### config.mk
export PLATFORM = sky130hd
export DESIGN_NAME = rational_arithmetic_unit
export DESIGN_NICKNAME = d
export VERILOG_FILES = /design/src/rtl/rau_pkg.sv /design/src/rtl/rau_divider.sv /design/src/rtl/rational_arithmetic_unit.sv
export SDC_FILE = /design/constraint.sdc
export NUM_CORES = 2
export LEC_CHECK = 0
export BUFFER_PORTS_ARGS = -buffer_cell sky130_fd_sc_hd__buf_2
export CAP_MARGIN = 40
export CORE_MARGIN = 1
export CORE_UTILIZATION = 55
export CTS_CLUSTER_DIAMETER = 200
export CTS_CLUSTER_SIZE = 8
export DETAILED_ROUTE_END_ITERATION = 12
export PLACE_DENSITY = 0.75
export SYNTH_ARGS = -nofsm -noshare
export SYNTH_HDL_FRONTEND = slang
export SYNTH_SLANG_ARGS = --single-unit
### constraint.sdc
create_clock -name clock -period 10.1 [get_ports clock]
set_clock_uncertainty 0.15 [all_clocks]
set_input_delay 2.02 -clock clock [delete_from_list [all_inputs] [get_ports clock]]
set_output_delay 2.02 -clock clock [all_outputs]
set_load 0.005 [all_outputs]
### src/rtl/rau_pkg.sv
package rau_pkg;

   localparam int OperandWidth = 16;
   localparam int ProdWidth    = 2 * OperandWidth;
   localparam int SumWidth     = ProdWidth + 1;
   localparam int CntWidth     = $clog2(SumWidth + 1);
   localparam int ResNumWidth  = 33;
   localparam int ResDenWidth  = 31;

   typedef enum logic [1:0] {
      OP_ADD = 2'd0,
      OP_SUB = 2'd1,
      OP_MUL = 2'd2,
      OP_DIV = 2'd3
   } op_type;

   // Command and status between the sequencer and the divider.
   typedef struct packed {
      logic                start;
      logic [SumWidth-1:0] dividend;
      logic [SumWidth-1:0] divisor;
   } div_cmd_type;

   typedef struct packed {
      logic                done;
      logic [SumWidth-1:0] quotient;
      logic [SumWidth-1:0] remainder;
   } div_rsp_type;

endpackage

### src/rtl/rau_divider.sv
module rau_divider
   import rau_pkg::*;
(
   input  logic        clock,
   input  logic        reset,
   input  div_cmd_type cmd,
   output div_rsp_type rsp
);

   logic [SumWidth-1:0] quo_ff, quo_in;
   logic [SumWidth-1:0] rem_ff, rem_in;
   logic [SumWidth-1:0] dsr_ff, dsr_in;
   logic [CntWidth-1:0] cnt_ff, cnt_in;
   logic                busy_ff, busy_in;
   logic                done_ff, done_in;
   logic [SumWidth:0]   trial;

   // One restoring quotient bit per cycle, most significant first.
   always_comb begin
      quo_in  = quo_ff;
      rem_in  = rem_ff;
      dsr_in  = dsr_ff;
      cnt_in  = cnt_ff;
      busy_in = busy_ff;
      done_in = 1'b0;
      trial   = {rem_ff, quo_ff[SumWidth-1]} - {1'b0, dsr_ff};
      if (cmd.start) begin
         quo_in  = cmd.dividend;
         rem_in  = '0;
         dsr_in  = cmd.divisor;
         cnt_in  = CntWidth'(SumWidth);
         busy_in = 1'b1;
      end else if (busy_ff) begin
         if (!trial[SumWidth]) begin
            rem_in = trial[SumWidth-1:0];
            quo_in = {quo_ff[SumWidth-2:0], 1'b1};
         end else begin
            rem_in = {rem_ff[SumWidth-2:0], quo_ff[SumWidth-1]};
            quo_in = {quo_ff[SumWidth-2:0], 1'b0};
         end
         cnt_in = cnt_ff - 1'b1;
         if (cnt_ff == CntWidth'(1)) begin
            busy_in = 1'b0;
            done_in = 1'b1;
         end
      end
   end

   always_ff @(posedge clock) begin
      quo_ff <= quo_in;
      rem_ff <= rem_in;
      dsr_ff <= dsr_in;
      cnt_ff <= cnt_in;
      if (reset) begin
         busy_ff <= 1'b0;
         done_ff <= 1'b0;
      end else begin
         busy_ff <= busy_in;
         done_ff <= done_in;
      end
   end

   assign rsp.done      = done_ff;
   assign rsp.quotient  = quo_ff;
   assign rsp.remainder = rem_ff;

endmodule

### src/rtl/rational_arithmetic_unit.sv
// Rational arithmetic unit: a request carries two signed 16-bit fractions and an operation
// (add, subtract, multiply, divide); the response is the exact result in lowest terms with
// the sign on the numerator and a positive denominator. A zero denominator or a division by
// a zero fraction sets error and returns 0/1. One request is handled at a time: the cross
// products are formed and summed, then a single 33-bit restoring divider (one quotient
// bit per cycle) runs Euclid's algorithm on the magnitudes, at least one step, and finally
// divides numerator and denominator by the common divisor. Error requests skip the products
// and the divider, and zero results skip the divider. req_stall is high from acceptance
// until the response leaves.
module rational_arithmetic_unit
   import rau_pkg::*;
(
   input  logic                          clock,
   input  logic                          reset,
   input  logic                          req_valid,
   output logic                          req_stall,
   input  logic [1:0]                    req_operation,
   input  logic signed [OperandWidth-1:0] req_a_num,
   input  logic signed [OperandWidth-1:0] req_a_den,
   input  logic signed [OperandWidth-1:0] req_b_num,
   input  logic signed [OperandWidth-1:0] req_b_den,
   output logic                          rsp_valid,
   input  logic                          rsp_stall,
   output logic signed [ResNumWidth-1:0] rsp_res_num,
   output logic [ResDenWidth-1:0]        rsp_res_den,
   output logic                          rsp_error
);

   typedef enum logic [7:0] {
      ST_IDLE  = 8'b00000001,
      ST_PROD  = 8'b00000010,
      ST_SUM   = 8'b00000100,
      ST_GCD   = 8'b00001000,
      ST_DIVN  = 8'b00010000,
      ST_DIVD  = 8'b00100000,
      ST_WAIT  = 8'b01000000,
      ST_RESP  = 8'b10000000
   } state_type;

   state_type state_ff, state_in;

   logic [1:0]              op_ff, op_in;
   logic [OperandWidth-1:0] anm_ff, anm_in, adm_ff, adm_in, bnm_ff, bnm_in, bdm_ff, bdm_in;
   logic                    ans_ff, ans_in, ads_ff, ads_in, bns_ff, bns_in, bds_ff, bds_in;
   logic [ProdWidth-1:0]    p1_ff, p1_in, p2_ff, p2_in, dm_ff, dm_in;
   logic                    p1s_ff, p1s_in, p2s_ff, p2s_in, ds_ff, ds_in;
   logic [SumWidth-1:0]     nm_ff, nm_in, x_ff, x_in, y_ff, y_in, g_ff, g_in;
   logic                    ns_ff, ns_in, pend_ff, pend_in;
   logic [SumWidth-1:0]     onum_ff, onum_in;
   logic [ProdWidth-1:0]    oden_ff, oden_in;
   logic                    oerr_ff, oerr_in;
   div_cmd_type             dcmd;
   div_rsp_type             drsp;
   logic [SumWidth-1:0]     rn_mag;

   // Magnitude of a two's complement operand (the most negative value maps onto itself).
   function automatic logic [OperandWidth-1:0] mag_of(input logic [OperandWidth-1:0] v);
      mag_of = v[OperandWidth-1] ? (~v + 1'b1) : v;
   endfunction

   rau_divider u_div (
      .clock (clock),
      .reset (reset),
      .cmd   (dcmd),
      .rsp   (drsp)
   );

   always_comb begin
      state_in = state_ff;
      op_in = op_ff;
      anm_in = anm_ff; adm_in = adm_ff; bnm_in = bnm_ff; bdm_in = bdm_ff;
      ans_in = ans_ff; ads_in = ads_ff; bns_in = bns_ff; bds_in = bds_ff;
      p1_in = p1_ff; p2_in = p2_ff; dm_in = dm_ff;
      p1s_in = p1s_ff; p2s_in = p2s_ff; ds_in = ds_ff;
      nm_in = nm_ff; ns_in = ns_ff; x_in = x_ff; y_in = y_ff; g_in = g_ff;
      pend_in = pend_ff;
      onum_in = onum_ff; oden_in = oden_ff; oerr_in = oerr_ff;
      dcmd = '0;
      rn_mag = '0;
      unique case (state_ff)
         // Capture operands in sign-magnitude form.
         ST_IDLE: begin
            if (req_valid) begin
               op_in  = req_operation;
               anm_in = mag_of(req_a_num); ans_in = req_a_num[OperandWidth-1];
               adm_in = mag_of(req_a_den); ads_in = req_a_den[OperandWidth-1];
               bnm_in = mag_of(req_b_num); bns_in = req_b_num[OperandWidth-1];
               bdm_in = mag_of(req_b_den); bds_in = req_b_den[OperandWidth-1];
               state_in = ST_PROD;
            end
         end
         // Error check, then cross products; subtraction flips the sign of b.
         ST_PROD: begin
            if (adm_ff == '0 || bdm_ff == '0 || (op_ff == OP_DIV && bnm_ff == '0)) begin
               onum_in = '0; oden_in = ProdWidth'(1); oerr_in = 1'b1;
               state_in = ST_RESP;
            end else begin
               oerr_in = 1'b0;
               case (op_ff)
                  OP_MUL: begin
                     p1_in = anm_ff * bnm_ff; p1s_in = ans_ff ^ bns_ff;
                     p2_in = '0;              p2s_in = 1'b0;
                     dm_in = adm_ff * bdm_ff; ds_in  = ads_ff ^ bds_ff;
                  end
                  OP_DIV: begin
                     p1_in = anm_ff * bdm_ff; p1s_in = ans_ff ^ bds_ff;
                     p2_in = '0;              p2s_in = 1'b0;
                     dm_in = adm_ff * bnm_ff; ds_in  = ads_ff ^ bns_ff;
                  end
                  default: begin
                     p1_in = anm_ff * bdm_ff; p1s_in = ans_ff ^ bds_ff;
                     p2_in = bnm_ff * adm_ff;
                     p2s_in = bns_ff ^ ads_ff ^ (op_ff == OP_SUB);
                     dm_in = adm_ff * bdm_ff; ds_in  = ads_ff ^ bds_ff;
                  end
               endcase
               state_in = ST_SUM;
            end
         end
         // Signed-magnitude sum, then start Euclid unless the sum is zero.
         ST_SUM: begin
            if (p1s_ff == p2s_ff) begin
               nm_in = {1'b0, p1_ff} + {1'b0, p2_ff}; ns_in = p1s_ff;
            end else if (p1_ff >= p2_ff) begin
               nm_in = {1'b0, p1_ff - p2_ff}; ns_in = p1s_ff;
            end else begin
               nm_in = {1'b0, p2_ff - p1_ff}; ns_in = p2s_ff;
            end
            if (nm_in == '0) begin
               onum_in = '0; oden_in = ProdWidth'(1);
               state_in = ST_RESP;
            end else begin
               x_in = nm_in;
               y_in = {1'b0, dm_ff};
               pend_in = 1'b0;
               state_in = ST_GCD;
            end
         end
         // Euclid: x, y <- y, x mod y on the shared divider.
         ST_GCD: begin
            if (!pend_ff) begin
               if (y_ff == '0) begin
                  g_in = x_ff;
                  dcmd.start = 1'b1; dcmd.dividend = nm_ff; dcmd.divisor = x_ff;
                  state_in = ST_DIVN;
               end else begin
                  dcmd.start = 1'b1; dcmd.dividend = x_ff; dcmd.divisor = y_ff;
                  pend_in = 1'b1;
               end
            end else if (drsp.done) begin
               x_in = y_ff;
               y_in = drsp.remainder;
               pend_in = 1'b0;
            end
         end
         // Reduced numerator.
         ST_DIVN: begin
            if (drsp.done) begin
               rn_mag = drsp.quotient;
               onum_in = (ns_ff ^ ds_ff) ? (~rn_mag + 1'b1) : rn_mag;
               dcmd.start = 1'b1; dcmd.dividend = {1'b0, dm_ff}; dcmd.divisor = g_ff;
               state_in = ST_DIVD;
            end
         end
         ST_DIVD: begin
            if (drsp.done) begin
               oden_in = drsp.quotient[ProdWidth-1:0];
               state_in = ST_RESP;
            end
         end
         ST_WAIT: state_in = ST_RESP;
         ST_RESP: begin
            if (!rsp_stall) state_in = ST_IDLE;
         end
         default: state_in = ST_IDLE;
      endcase
   end

   always_ff @(posedge clock) begin
      op_ff <= op_in;
      anm_ff <= anm_in; adm_ff <= adm_in; bnm_ff <= bnm_in; bdm_ff <= bdm_in;
      ans_ff <= ans_in; ads_ff <= ads_in; bns_ff <= bns_in; bds_ff <= bds_in;
      p1_ff <= p1_in; p2_ff <= p2_in; dm_ff <= dm_in;
      p1s_ff <= p1s_in; p2s_ff <= p2s_in; ds_ff <= ds_in;
      nm_ff <= nm_in; ns_ff <= ns_in; x_ff <= x_in; y_ff <= y_in; g_ff <= g_in;
      onum_ff <= onum_in; oden_ff <= oden_in; oerr_ff <= oerr_in;
      if (reset) begin
         state_ff <= ST_IDLE;
         pend_ff  <= 1'b0;
      end else begin
         state_ff <= state_in;
         pend_ff  <= pend_in;
      end
   end

   assign req_stall   = (state_ff != ST_IDLE);
   assign rsp_valid   = (state_ff == ST_RESP);
   assign rsp_res_num = onum_ff;
   assign rsp_res_den = oden_ff[ResDenWidth-1:0];
   assign rsp_error   = oerr_ff;

   // A response with an error always carries 0/1.
   assert property (@(posedge clock) disable iff (reset)
      rsp_valid && rsp_error |-> rsp_res_num == '0 && rsp_res_den == ResDenWidth'(1))
      else $error("error response not 0/1");

   // A non-error response has a nonzero denominator.
   assert property (@(posedge clock) disable iff (reset)
      rsp_valid && !rsp_error |-> rsp_res_den != '0)
      else $error("zero denominator in response");

   // The divider only finishes while the sequencer waits on it.
   assert property (@(posedge clock) disable iff (reset)
      drsp.done |-> state_ff == ST_GCD || state_ff == ST_DIVN || state_ff == ST_DIVD)
      else $error("divider result with no consumer");

endmodule

# Word level (Yosys, flattened, before mapping)
# Cells that the tools add are included.
# totals
elab_cells	168
register_bits	483
in_bits	70
out_inout_bits	67
# op_classes
mul	4
n_addsub	10
n_eq_ne	25
order_cmp	1
bitwise	14
muxes	57
reduce_logical	22
# op_table
op	n
$mux W33	15
$mux W67	2
$pmux W67 S2	1
$pmux W33 S2	2
$mul A16 B16 Y32	4
$pmux W33 S3	1
$mux W32	3
$mux W31	3
$pmux W31 S3	1
$logic_not A33 Y1	2
$mux W66	1
$add A16 B1 Y16 const B	4
$mux W8	8
$not A16 Y16	4
$pmux W8 S8	1
$sub A32 B32 Y32	2
$mux W15	4
$logic_not A16 Y1	3
$sub A34 B33 Y34	1
$add A32 B32 Y33	1
$add A33 B1 Y33 const B	1
$not A33 Y33	1
$ge A32 B32 Y1	1
$ne A2 B2 Y1 const B	8
29 further kinds	59

# Longest topological paths before layout
# logic_depth
ltp_word	7
depth_mapped	27
depth_no_buf	26

# Modules after synthesis
# From an unflattened synthesis, not the netlist that was laid out.
# hier_totals
cells_unflattened	6686
hier_area_um2	61674.2
# modules_own_cells
module	cells_each	seq_area_each_um2	instances	area_each_um2
rational_arithmetic_unit	6097	11180.7	1	55564.5
rau_divider	589	2802.7	1	6109.6

# Worst setup path after synthesis
# No wires, ideal clock.
# synth_path
path_type	reg-to-reg
start	register bnm_ff[1]
end	register p1_ff[24] (data pin)
synth_period_minus_slack_ns	7.026
arrival_time_ns	6.609
required_ns	9.683
n_path_buf	1
path_stages_with_launch	25
path_slack_ns	3.074
setup_time_ns	0.267
cell_sequence	edfxtp_1 > clkbuf_1 > nand2_1 > fa_1 > fa_1 > fa_1 > fa_1 > inv_1 > fa_1 > inv_1 > fa_1 > inv_1 > ha_1 > or3_1 > or3b_2 > a21oi_1 > nor3b_1 > o31a_1 > nor3_1 > nor3_1 > a2111oi_0 > o21bai_1 > a21oi_1 > xnor2_1 > o22ai_1
# synth_via
elab_chain_cells	2
# synth_rtl
item	line_no	text
start, declared	rational_arithmetic_unit.sv:43	logic [OperandWidth-1:0] anm_ff, anm_in, adm_ff, adm_in, bnm_ff, bnm_in, bdm_ff, bdm_in;
start signal, assigned	rational_arithmetic_unit.sv:181	anm_ff <= anm_in; adm_ff <= adm_in; bnm_ff <= bnm_in; bdm_ff <= bdm_in;
$mul A16 B16 Y32	rational_arithmetic_unit.sv:101	p1_in = anm_ff * bnm_ff; p1s_in = ans_ff ^ bns_ff;
$mux W32	-	
end signal, assigned	rational_arithmetic_unit.sv:183	p1_ff <= p1_in; p2_ff <= p2_in; dm_ff <= dm_in;
end, declared	rational_arithmetic_unit.sv:45	logic [ProdWidth-1:0] p1_ff, p1_in, p2_ff, p2_in, dm_ff, dm_in;
# Every way passes these cells.
# A chain may end at the register's enable or synchronous reset.

# Worst setup path in the final report
# layout_path
start	register anm_ff[12]
end	register p1_ff[28] (data pin)
# layout_via
elab_chain_cells	2
word_cells_on_any_way	3
cone_classes	mul (2); mux (1)
# layout_rtl
item	line_no
start, declared	rational_arithmetic_unit.sv:43
start signal, assigned	rational_arithmetic_unit.sv:181
$mul A16 B16 Y32, on equally long branches	rational_arithmetic_unit.sv:106, rational_arithmetic_unit.sv:111, rational_arithmetic_unit.sv:101
$mux W32 (*)	-
# Every way passes the cells marked *; elsewhere a longest branch is shown, timed or not.

==> reports/results.tsv <==
stage	metric	value	unit
outcome	status	finished, final reports clean	
timing	setup_viol	0	
clocking	root_buffer	clkbuf_16	
setup_path	worst-r2r-setup-slack	2.05	ns
clocking	cts_setup_buffers	0	
timing	slew_headroom	36.4	%
timing	hold_viol	0	
clocking	htreeDepth	3	
synth	synth_adder_area_share	36.7	%
timing	clock.fmax	124	MHz
cells_and_area	drive_gt1_share	5.91	%
synth	ys_dominant_reg_cell	edfxtp_1	
routing	viasPerCell	5.85	
synth	synthSimpleGateAreaFrac	16.8	%
routing	via_count	47900	
routing	wl_met2	78700	um
die	initial_utilization	55.4	%
synth	synth_xor_area_share	3.47	%
timing	report.final.slew_viol_count	0	
cells_and_area	fillers	9354	
min_path	hold_depth	0	
setup_path	r2r_cells	24	
routing	drt-wirelength-per-cell	21.1	um
clocking	numCtsBuffers	70	
global_route	grt_use_total	31.3	%
cells_and_area	multi_input_area	42000	um2
die	die_h	336	um
clocking	cts_tree	yes	
cells_and_area	nNetsFinal	8063	
die	core_area	111000	um2
die	dieWidth	336	um
synth	synthDistinctLibCells	90	
min_path	hp-class	reg -> reg	
routing	firstDrtPassIters	8	
setup_path	worstPathArrival	8.28	ns
setup_path	end_kind	register	
synth	syn_area_per_cell	9.18	um2
cells_and_area	final_cell_mix	inv_1, nand2_1, fa_1, ha_1, and2_1	
timing	setup_tns	0	ns
clocking	cts_hold_buffers	0	
cells_and_area	syn2layout_area_growth	7.17	%
synth	synthCells	6674	
synth	synth-compound-area-share	10.1	%
routing	wl	173000	um
clocking	cts.reportedPaths.clkPinSlew	0.07	ns
clocking	cts.path.max_buffers	3	
routing	drt_iter0_drc	4788	
routing	ant_nets	0	
setup_path	path_max_fanout	17	
placed_design	dp_hpwl	130000	um
synth	synth_top_family_by_area	adder cells	
setup_path	reg2reg_to	p1_ff[28]	
routing	top_layer	met5	
min_path	hold_start	x_ff[25]	
synth	synth-edff-count	433	
timing	worst_slew_pin_slew	0.954	ns
timing	rsz0062_at_grt	false	
synth	synth_area	61300	um2
timing	min_period_over_period	79.7	%
die	dieArea	113000	um2
global_route	first_global_vias	49700	
placed_design	place_congestion	0.948	
synth	ys_ff_latch	482	
min_path	holdPathEnd	g_ff[25]	
placed_design	numPortBuffers	136	
synth	muxShareOfSynthArea	1.33	%
clocking	cts_sinks	482	
synth	syn_nets	8075	
global_route	overflow	0	
setup_path	critPathKind	reg -> reg	
synth	async_reset_ff_share	0	%
routing	drcViolationCount	0	
routing	met3_length	16300	um
global_route	grt_start_max_net_pins	70	
setup_path	required	10.33	ns
cells_and_area	final_common_cell	inv_1	
routing	wl_met1	69100	um
timing	min_period	8.05	ns
clocking	cts_resized	0	
synth	yosysSeqAreaShare	22.8	%
setup_path	crit_path_start_kind	register	
die	num_io_pins	137	
synth	yosysWarnings	0	
run	drv_cap	0	
die	rows	122	
cells_and_area	seq_area	14000	um2
global_route	antenna_found_initial	7	
setup_path	r2r_start	anm_ff[12]	
global_route	grt_pass1_wl	274000	um
clocking	clock_latency	0.66	ns
==> worst max-delay path, cell delays in order, from the launching register on <==
cell      delay, ns
edfxtp_1       0.88
buf_4          0.41
nand2_1        0.13
fa_1           0.55
fa_1           0.52
fa_1           0.52
inv_1          0.06
fa_1           0.48
fa_1           0.49
inv_1          0.05
fa_1           0.47
inv_1          0.04
ha_1           0.31
a21o_1         0.19
a21o_1         0.16
a21oi_1        0.44
nand2_1        0.10
o211ai_1       0.39
a31oi_1        0.27
a41oi_1        0.43
a21oi_1        0.16
and2_1         0.21
nor2_1         0.11
xor2_1         0.14
o21ai_0        0.09
==> cells in the mapped netlist (60+ instances only) <==
cell / n / area, um2
a21o_1: 68 / 510
a21oi_1: 294 / 1470
and2_1: 512 / 3200
clkbuf_1: 291 / 1090
edfxtp_1: 433 / 13000
fa_1: 780 / 15600
ha_1: 551 / 6890
inv_1: 1086 / 4080
mux2i_1: 70 / 701
nand2_1: 957 / 3590
nor2_1: 257 / 965
nor3_1: 60 / 300
o21ai_0: 266 / 1330
xnor2_1: 162 / 1420
xor2_1: 81 / 709
==> worst max path at each step <==
stage                          start  slack (ns)  cells after the start        end
after detailed placement   bnm_ff[1]        2.18                     24  p1_ff[24]
after global placement    anm_ff[12]        2.30                     24  p1_ff[28]
after global routing      anm_ff[12]        1.68                     24  p1_ff[28]
after CTS                 anm_ff[12]        2.19                     24  p1_ff[28]
after floorplan            bnm_ff[1]        3.07                     24  p1_ff[24]
final                     anm_ff[12]        2.05                     24  p1_ff[28]
==> kinds of logic (layout without fill, tap and decap cells) <==
kind of cell             count (synthesis)  in the layout
flip-flops                             482            482
buffers and inverters                 1419           1444
XOR/XNOR                               243            243
AND/OR/NAND/NOR                       2137           2137
other                                    0              2
AO/OA/AOI/OAI                          982            982
adder cells (fa/ha/maj)               1331           1331
multiplexers                            80             80
==> state kept, by name, indices dropped and copies added, names as in the netlist, 7 cells and up <==
| signal | flops |
|---|---|
| adm_ff | 16 |
| anm_ff | 16 |
| bdm_ff | 16 |
| bnm_ff | 16 |
| dm_ff | 32 |
| g_ff | 33 |
| nm_ff | 33 |
| oden_ff | 31 |
| p1_ff | 32 |
| p2_ff | 32 |
| rsp_res_num | 33 |
| state_ff | 7 |
| u_div.dsr_ff | 33 |
| u_div.quo_ff | 33 |
| u_div.rem_ff | 33 |
| x_ff | 33 |
| y_ff | 33 |
==> metrics by stage <==
step	hold slack, ns	instance area [um2]	setup slack [ns]	utilization (%)	instances
after floorplan	0.300	61300	3.07	-	6674
after global placement	0.306	63300	2.30	57.3	8061
after detailed placement	0.315	63600	2.18	57.5	8076
after CTS	0.330	65600	2.19	59.4	8185
after global routing	0.340	65700	1.68	59.4	8188
final	0.332	65700	2.05	59.4	8189
==> routing by layer <==
layer,up-vias,global-route usage (%)
met1,23600,41.0
met2,2363,49.6
li1,21500,-
met3,448,6.41
met4,2,15.0
met5,-,0
==> layout make-up <==
cell class                 instances  share of cell area, %
clock buffer                     101                   2.88
timing repair buffer             249                   2.57
inverter                        1086                   6.21
clock inverter                     8                  0.263
antenna                            2                0.00762
tap                             1488                   2.84
multi-input combinational       4773                   63.9
sequential                       482                   21.3
Power is left out: the tool's default activity adds up to more than one toggle a clock period on the data nets, which glitch-free logic cannot reach.
